$ cat src/sv/wep_pkg.sv
// ----------------------------------------------------------------------------
// wep_pkg: shared types and constants of the weighted event picker
// Widths of the cumulative sums, the random fraction and the stream payloads.
// ----------------------------------------------------------------------------
`default_nettype none

package wep_pkg;

	localparam int SUM_BITS      = 40;
	localparam int FRAC_BITS     = 32;
	localparam int HI_BITS       = SUM_BITS - FRAC_BITS;
	localparam int RATE_IN_BITS  = 32;
	localparam int INDEX_BITS    = 9;
	localparam int IN_DATA_BITS  = RATE_IN_BITS + FRAC_BITS;
	localparam int IN_USER_BITS  = 2;
	localparam int OUT_DATA_BITS = 16;

	typedef logic [SUM_BITS-1:0] sum_t;

	typedef enum logic {
		OP_LOAD = 1'b0,
		OP_PICK = 1'b1
	} op_t;

endpackage

`default_nettype wire

$ cat src/sv/wep_cell.sv
// ----------------------------------------------------------------------------
// wep_cell: one level of the search chain
// Holds the cumulative entries tested at its level, decides one index bit
// and hands the partial index and target to the next cell.
// ----------------------------------------------------------------------------
`default_nettype none

module wep_cell #(
	parameter int LEVEL    = 0,
	parameter int IDX_BITS = 8,
	parameter int CNT_BITS = 9
) (
	input  wire logic                clk,
	input  wire logic                arst_n,
	input  wire logic                wr_en,
	input  wire logic [IDX_BITS-1:0] wr_idx,
	input  wire wep_pkg::sum_t       wr_data,
	input  wire logic [CNT_BITS-1:0] count,
	input  wire logic                in_valid,
	input  wire logic [IDX_BITS-1:0] in_idx,
	input  wire wep_pkg::sum_t       in_target,
	output logic                     out_valid,
	output logic [IDX_BITS-1:0]      out_idx,
	output wep_pkg::sum_t            out_target
);

	// index bit decided here
	localparam int SH = IDX_BITS - 1 - LEVEL;
	localparam int AW = (LEVEL == 0) ? 1 : LEVEL;
	localparam logic [IDX_BITS-1:0] LOW_ONES = IDX_BITS'((1 << SH) - 1);

	wep_pkg::sum_t         mem [2**AW];
	wep_pkg::sum_t         rd_q;
	logic                  vld_s1;
	logic [IDX_BITS-1:0]   idx_s1;
	wep_pkg::sum_t         tgt_s1;
	logic                  in_range_s1;
	logic                  vld_q;
	logic [IDX_BITS-1:0]   idx_q;
	wep_pkg::sum_t         tgt_q;

	logic                  owns;
	logic [AW-1:0]         wr_addr;
	logic [AW-1:0]         rd_addr;
	logic [IDX_BITS-1:0]   tested;
	logic                  lt;

	// an entry lives at the level given by its count of trailing ones
	assign owns    = wr_en && ((wr_idx & LOW_ONES) == LOW_ONES) && !wr_idx[SH];
	assign wr_addr = AW'(wr_idx >> (SH + 1));
	assign rd_addr = AW'(in_idx >> (SH + 1));
	assign tested  = in_idx | LOW_ONES;

	always_ff @(posedge clk) begin
		if (owns) begin
			mem[wr_addr] <= wr_data;
		end
		rd_q <= mem[rd_addr];
	end

	always_ff @(posedge clk) begin
		idx_s1      <= in_idx;
		tgt_s1      <= in_target;
		in_range_s1 <= CNT_BITS'(tested) < count;
	end

	// entries past the count act as infinitely large
	assign lt = in_range_s1 && (rd_q < tgt_s1);

	always_ff @(posedge clk) begin
		idx_q <= idx_s1 | (IDX_BITS'(lt) << SH);
		tgt_q <= tgt_s1;
	end

	always_ff @(posedge clk or negedge arst_n) begin
		if (!arst_n) begin
			vld_s1 <= 1'b0;
			vld_q  <= 1'b0;
		end else begin
			vld_s1 <= in_valid;
			vld_q  <= vld_s1;
		end
	end

	assign out_valid  = vld_q;
	assign out_idx    = idx_q;
	assign out_target = tgt_q;

endmodule

`default_nettype wire

$ cat config.mk
export PLATFORM = sky130hd
export DESIGN_NAME = wep_cell
export DESIGN_NICKNAME = d
export VERILOG_FILES = /design/src/sv/wep_pkg.sv /design/src/sv/wep_cell.sv
export SDC_FILE = /design/constraint.sdc
export NUM_CORES = 1
export LEC_CHECK = 0
export CORE_ASPECT_RATIO = 2
export CORE_MARGIN = 2
export CORE_UTILIZATION = 51
export DETAILED_ROUTE_END_ITERATION = 7
export DONT_BUFFER_PORTS = 1
export PLACE_DENSITY_LB_ADDON = 0.3
export SLEW_MARGIN = 20
export SYNTH_ARGS = -nofsm -noshare
export SYNTH_HDL_FRONTEND = slang
export SYNTH_SLANG_ARGS = --single-unit
$ cat constraint.sdc
create_clock -name clk -period 4.3 [get_ports clk]
set_input_delay 0.43 -clock clk [delete_from_list [all_inputs] [get_ports clk]]
set_output_delay 0.43 -clock clk [all_outputs]
set_load 0.02 [all_outputs]
# ---- Word level (Yosys, flattened, before mapping)
# Memory sizes are Yosys's and may differ from the RTL's. A register that Yosys moved wholly into a read port is not among the register bits.
# Cells that the tools add are included.
# W data, S select, Z words.
dict set report totals {
  word_cells 18
  n_memories 1
  out_inout_bits 49
  register_bits 99
  mem_bits_rw 80
  in_bits 109
}
# name words word_bits rd rd_clocked_by_memory_dff write_ports line
set memory_table {}
lappend memory_table {mem 2 40 1 1 1 wep_cell.sv:32} ;# wep_pkg::sum_t mem [2**AW];
dict set report op_classes {
  n_reduce_logical 4
  magnitude_cmp 2
  bitwise 1
  n_eq_ne 1
  muxes 2
}
# op n
set ops {}
lappend ops {{$lt A40 B40 Y1} 1}
lappend ops {{$lt A8 B9 Y1} 1}
lappend ops {{$or A8 B8 Y8} 1}
lappend ops {{$eq A7 B7 Y1 const B} 1}
lappend ops {{$logic_and A1 B1 Y1} 3}
lappend ops {{$mux W1} 2}
lappend ops {{$logic_not A1 Y1} 1}

# ---- Depth between registers and ports, before layout
# Gate-level depths: netlist of run 1.
dict set report logic_depth {
  depth_word 5
  mapped_depth 8
  depth_no_buf 8
}

# ---- Worst setup path after synthesis of run 1
# Ideal clock, no wire load.
dict set report synth_path {
  kind {input port to flip-flop}
  from {input port wr_idx[6]}
  to {memory mem[0][0] (netlist bit) (enable)}
  slack_ns -0.973
  n_path_buf 0
  t_required_ns 3.749
  arrival_time_ns 4.722
  stages 2
  setup_time_ns 0.551
  path_cell_list {nand4_1 nor4b_1}
}
dict set report synth_via {
  elab_chain_cells 5
}
# item line
set synth_lines {}
lappend synth_lines {{from (decl)} wep_cell.sv:16} ;# input wire logic [IDX_BITS-1:0] wr_idx,
lappend synth_lines {{$eq A7 B7 Y1} wep_cell.sv:49} ;# assign owns = wr_en && ((wr_idx & LOW_ONES) == LOW_ONES) && !wr_idx[SH];
lappend synth_lines {{$logic_and A1 B1 Y1 (2 in series)} wep_cell.sv:49}
lappend synth_lines {{via owns} wep_cell.sv:42} ;# logic owns;
lappend synth_lines {{$mux W1} wep_cell.sv:55} ;# if (owns) begin
lappend synth_lines {{$mux W1 (implied by the code)} wep_cell.sv:56} ;# mem[wr_addr] <= wr_data;
lappend synth_lines {{to (decl)} wep_cell.sv:32}
# The timed path passes the listed nets, and every way through them passes these cells.

# ---- Worst setup path after layout of run 1
dict set report layout_path {
  from {register tgt_s1[2]}
  to {register idx_q[7], in the netlist out_idx[7]}
}
dict set report layout_via {
  elab_chain_cells 3
}
# item line
set layout_lines {}
lappend layout_lines {{from (decl)} wep_cell.sv:36} ;# wep_pkg::sum_t tgt_s1;
lappend layout_lines {{from (signal assigned)} wep_cell.sv:63} ;# tgt_s1 <= in_target;
lappend layout_lines {{$lt A40 B40 Y1} wep_cell.sv:68} ;# assign lt = in_range_s1 && (rd_q < tgt_s1);
lappend layout_lines {{$logic_and A1 B1 Y1} wep_cell.sv:68}
lappend layout_lines {{$or A8 B8 Y8} wep_cell.sv:71} ;# idx_q <= idx_s1 | (IDX_BITS'(lt) << SH);
lappend layout_lines {{to (signal assigned)} wep_cell.sv:71}
lappend layout_lines {{to (decl)} wep_cell.sv:39} ;# logic [IDX_BITS-1:0] idx_q;
# No other way between the ends.

==> metrics.txt, run 1 <==
status finished clean; FF+latch count, synth between 150 and 200; pin count of the biggest net entering global routing 29; fin crit period approximately 1.9 ns; placed instance count 453; clock power share a little over two fifths; CP Max Fanout 2; Seq pwr share between 50% and 60%; vias after detailed routing ~2,300; hpwl dp ~5.6 mm; I/O Buffers 0; Pwr Total around 3.3 mW; Internal Power 2.61 mW; number of synthesized flops with an enable pin 40; syn_nets ~470; Combinational Power Share roughly 1.5%; DIE WIDTH about 74 um; HP Class in2reg; post-placement cell area roughly 5200 sq um; routed wire length roughly 7.6 mm; critical path type reg2reg; Most used DFF post-synth dfxtp_1; Synth cell types 26; worst-margin pin slew between 0.8 and 0.9 ns; worst endpoint required time ~4.7 ns; Storage cell area between 3000 and 4000 sq um; Crit path max-delay family compound AO/OA/AOI/OAI gates; Reg clk slew, reported paths 0.07 ns; Pins Over Slew Limit 0; CTS tree done; CTS Buf Count 17; Post-CTS Resized 0; pre-CTS WS between 2 and 2.5 ns; endpoints failing hold 0; setup violators final 0; Critical Path AT 2.20 ns; cell with the largest stage delay on the worst path o311ai_1; switching portion of total power between 20% and 30%; CP Cell Sequence inv_1, ha_1, a211oi_1, a211o_1, a211oi_2, o311ai_1, a31o_1; commonest non-fill, non-tap cells in the layout dfxtp_1 (137), inv_1 (40), edfxtp_1 (40); area growth from synthesis to layout 15.4%; post-synthesis sequential area ratio between 70% and 80%; fin nets 489; synthesized instance count 320; Root Buffer clkbuf_16; Worst VDD drop roughly 0.42 mV; area of the multi-input gates 875 sq um; drt via density around 4.8; number of antenna violations at the first check in global routing 1; synth warn 0; die area 10,700 sq um; Final WS setup between 2 and 2.5 ns; cell area after synthesis ~5000 sq um; share of cells above drive strength 1 roughly a tenth; Pleak 2.46 nW; ANT nets after route 0; # clock sinks around 180; pwr dens about 570 nW/um^2; Post-Route Utilization 60.0%; die height between 100 and 150 um; Avg Cell Area, Syn around 16 sq um; First-pass DRT Iterations 4; Core Area 9640 sq um; I/O Pins around 160; Skew-Pair Late Insertion Delay around 0.4 ns; setup TNS 0 ns; FILL cells around 740; Post-CTS Setup Repair Bufs 0; Longest Clk Path Bufs 2; vias in the first global route 2,376; Slew Limit Headroom around 44%; Iter 0 DRT Violations between 50 and 60; max frequency ~540 MHz; crit path buf inv count 1; Post-route DRC 0; WHS 0.0411 ns; final instance area roughly 5800 sq um; clk_skew between 0.005 and 0.006 ns; fin crit share 43.1%; Async S/R FF share, synth under 10%; Cell Count, Final, Fillers Out around 490; Starting Density about half; Crit. End Element register; H-tree depth 4; RSZ-0062 raised after global routing false; MaxCap Viol Count 0; GP Congestion approximately 0.70; hold_buf cts 1; first-pass GRT wire length 11.3 mm; startpoint types register; NetSw about 720 uW; commonest non-fill, non-tap cell in the layout dfxtp_1; Total GRT Usage between 10% and 20%; Max stage delay on crit path between 0.3 and 0.4 ns; row cnt a little over 50; global route overflow 0; DR WL/cell between 15 and 20 um
## power by group through the flow
| stage | sequential (mW) | combinational, mW | clock [mW] |
|---|---|---|---|
| 2_1_floorplan | 1.85 | 0.0367 | 0 |
| 3_3_place_gp | 1.86 | 0.0470 | 0 |
| 3_5_place_dp | 1.86 | 0.0483 | 0 |
| 4_1_cts | 1.82 | 0.0498 | 1.49 |
| 5_1_grt | 1.82 | 0.0579 | 1.56 |
| 6_report | 1.82 | 0.0482 | 1.45 |
## synthesized netlist by cell type, drive strengths merged (2+ instances only)
| library cell | count | area share (%) |
|---|---|---|
| edfxtp | 40 | 24 |
| a211oi | 6 | 1.0 |
| nor2 | 6 | 0.50 |
| dfrtp | 2 | 1.0 |
| nand3 | 5 | 0.50 |
| nand4 | 11 | 1.4 |
| o21ai | 5 | 0.50 |
| nand2 | 3 | 0.22 |
| a21oi | 12 | 1.2 |
| ha | 39 | 9.7 |
| inv | 40 | 3.0 |
| a21o | 4 | 0.60 |
| dfxtp | 137 | 55 |
## cell families (layout without fill, tap and decap cells)
family / Yosys count / after routing / synth area share [%]
buffers and inverters: 41 / 75 / 3.07
DFF: 179 / 179 / 79.8
and+or+nand+nor: 30 / 30 / 3.45
adders and majority gates: 39 / 39 / 9.75
other: 0 / 1 / 0
AOI/OAI and AO/OA: 31 / 31 / 3.97
## routing by layer
| metal | track usage, % | part of all wire, % |
|---|---|---|
| met4 | 8.90 | 2.6 |
| met5 | 0 | 0 |
| met2 | 27.1 | 57 |
| met3 | 5.44 | 5.9 |
| met1 | 13.9 | 35 |
## state kept, by name, indices dropped and copies added (netlist names)
signal       count
idx_s1           8
in_range_s1      1
out_valid        1
out_target      40
vld_s1           1
out_idx          8
tgt_s1          40
rd_q            40
mem             40
## worst paths after layout
| kind | startpoint | to | slack [ns] | depth (start not counted) |
|---|---|---|---|---|
| max | tgt_s1[2] | out_idx[7] | 2.45 | 7 |
| min | in_idx[5] | idx_s1[5] | 0.04 | 0 |
| max reg2reg | tgt_s1[2] | out_idx[7] | 2.45 | 7 |
| min reg2reg | idx_s1[3] | out_idx[3] | 0.33 | 0 |
| max in group asynchronous | arst_n | vld_s1 | 3.92 | 1 |
| min in group asynchronous | arst_n | out_valid | 0.25 | 1 |
## cell type report
type	instances	share of cell area [%]
flip-flops and latches	179	69.1
inverters	41	2.66
multi-input cells	100	15.1
clock buffers	17	7.36
well taps	132	2.86
diodes	1	0.0433
repair buffers	2	0.303
clock inverters	15	2.53
Note: power is estimated with default switching activity, not from simulation.
==> run 2, diff against run 1 <==
Clock period 4.3 ns to 1.5 ns, I/O delays scaled along.
==> run 2 against run 1 <==
First-iteration DRC count is 11% higher; critical path depth stayed put; non-clock buffer count grew 102; critical path type unchanged; maximum frequency up 3.1%; combinational power grew to 7.6 times the previous value; critical endpoint unchanged; largest power group unchanged; highest routed layer unchanged; clock skew increased by 0.0016 ns; worst hold slack better by 0.063 ns; sequential power grew to 2.9 times the previous value; the run now ends with setup timing left; die area unchanged.
==> metrics.txt, run 2 (synthesized netlist as in run 1, its figures left out) <==
number of antenna violations at the first check in global routing 0 (-1); DR WL/cell 15.4 um (-2.2%); pre-CTS WS -0.259 ns (-2.32 ns); vias in the first global route 3,012 (+27%); Post-route DRC 0 (unchanged); pin count of the biggest net entering global routing 26 (-10%); switching portion of total power 21.9% (+0.32 points); setup TNS -0.299 ns (-0.299 ns); drt via density 4.67 (-2.3%); clk_skew 0.00710 ns (+0.00155 ns); row cnt 51 (unchanged); routed wire length 9.03 mm (+18%); Total GRT Usage 18.2% (+3.1 points); DIE WIDTH 74.1 um (unchanged); Crit. End Element register; Critical Path AT 2.10 ns (-0.10 ns); HP Class in2reg; Iter 0 DRT Violations 59 (+11%); CP Max Fanout 2 (unchanged); fin crit share 120% (+77 points); area of the multi-input gates 1020 sq um (+16%); clock power share 43.3% (-0.4 points); setup violators final 1 (+1); CTS tree done; share of cells above drive strength 1 16.9% (+6.4 points); R2R depth 7 (unchanged); reg2reg start tgt_s1[31]; Internal Power 7.71 mW (+200%); Final WS setup -0.299 ns (-2.74 ns); max frequency 556 MHz (+3.1%); status finished with violations; Longest Clk Path Bufs 2 (unchanged); Worst VDD drop 1.11 mV (+160%); area growth from synthesis to layout 38.9%; commonest non-fill, non-tap cell in the layout dfxtp_1; Skew-Pair Late Insertion Delay 0.41 ns (about the same); failing checks setup timing; global route overflow 0 (unchanged); Starting Density 52.0% (unchanged); Reg clk slew, reported paths 0.07 ns (about the same); # clock sinks 179 (unchanged); vias after detailed routing 2,747 (+18%); hpwl dp 5.68 mm (+1.0%); Storage cell area 4010 sq um (+0.41%); endpoints failing hold 0 (unchanged); Pwr Total 9.87 mW (+200%); FF-to-FF End out_idx[7]; CTS Buf Count 17 (unchanged); Root Buffer clkbuf_16; H-tree depth 4 (unchanged); reg2reg setup slack -0.30 ns (-2.74 ns); NetSw 2.16 mW (+200%); # diodes 0 (-1); startpoint types register; first-pass GRT wire length 13.9 mm (+23%); Seq pwr share 53.0% (-1.8 points); Hold Crit Endpoint mem[0][17]; I/O Buffers 0 (unchanged); GP Congestion 0.693 (-0.99%); post-placement cell area 5300 sq um (+2.0%); Core Area 9640 sq um (unchanged); die area 10,700 sq um (unchanged); ANT nets after route 0 (unchanged); commonest non-fill, non-tap cells in the layout dfxtp_1 (124), dlygate4sd3_1 (93), edfxtp_1 (40); I/O Pins 158 (unchanged); First-pass DRT Iterations 4 (unchanged); fin crit period 1.80 ns (-0.0558 ns); Pins Over Slew Limit 0 (unchanged); Combinational Power Share 3.7% (+2.2 points); worst-margin pin slew 0.291 ns (-0.545 ns); final instance area 6960 sq um (+20%); Slew Limit Headroom 80.4% (+36 points); die height 144 um (unchanged); worst endpoint required time 1.80 ns (-2.85 ns); Hold Crit Start wr_idx[7]; fin nets 591 (+21%); Pleak 2.90 nW (+18%); critical path type reg2reg; RSZ-0062 raised after global routing true; MaxCap Viol Count 0 (unchanged); Hold Path Depth 2 (+2); FILL cells 606 (-18%); pwr dens 1420 nW/um^2 (+150%)
[run 2: cell types whose count changed in the layout (fill, tap and decap cells not counted), sizes merged]
cell,change
clkinv,-4
clkinvlp,+2
diode,-1
inv,+1
buf,+10
clkbuf,+1
dlygate4sd3,+92
[run 2: routing by layer]
| metal | vias to the layer above | wire length [um] | global-route usage, % |
|---|---|---|---|
| met5 | - | 0 | 0 |
| met4 | 0 | 185 | 9.95 |
| met3 | 16 | 557 | 6.13 |
| met2 | 93 | 5290 | 33.4 |
| met1 | 1294 | 3000 | 16.7 |
| li1 | 1344 | - | - |
[run 2: worst max path at each step]
| stage | startpoint | endpoint | cells after the start |
|---|---|---|---|
| after floorplan | wr_idx[6] | mem[0][0] | 2 |
| after detailed placement | tgt_s1[5] | out_idx[7] | 7 |
| after global routing | tgt_s1[31] | out_idx[7] | 7 |
| after CTS | tgt_s1[5] | out_idx[7] | 7 |
| final | tgt_s1[31] | out_idx[7] | 7 |
| after global placement | tgt_s1[31] | out_idx[7] | 7 |
[run 2: area by class of cell]
cell class                 instances  area share [%]
tap                              132            2.37
timing repair buffer             104            14.8
clock buffer                      18            6.31
multi-input combinational        100            14.6
clock inverter                    14            2.07
inverter                          41            2.21
sequential                       179            57.7
[run 2: critical path: stages, from the launching register on]
cell	delay [ns]
dfxtp_2	0.33
inv_2	0.04
ha_4	0.25
nand4_1	0.22
a21oi_2	0.20
a211oi_2	0.07
or3_1	0.37
a31o_1	0.22
[run 2: power groups by stage]
stage          combinational (mW)  clock [mW]  sequential [mW]
2_1_floorplan               0.110           0             5.31
3_3_place_gp                0.149           0             5.33
3_5_place_dp                0.153           0             5.33
4_1_cts                     0.351        4.37             5.22
5_1_grt                     0.412        4.56             5.24
6_report                    0.368        4.27             5.23
[run 2: timing repair]
action / in CTS / in global routing
setup buffers: 0 / 1
cloned: 0 / 0
gates resized for setup: 2 / 24
endpoints found under the setup margin: 1 / 1
pin swaps: 0 / 11
endpoints found under the hold margin: 92 / 0
hold buffers: 93 / 0
[run 2: metrics by stage]
step                      util, %  hold WS, ns  instances
after CTS                    70.8       0.0978        587
after global placement       55.0       -0.146        462
after detailed placement     55.0       -0.146        462
final                        72.2        0.104        588
after global routing         72.2        0.104        588
after floorplan                 -       -0.146        320
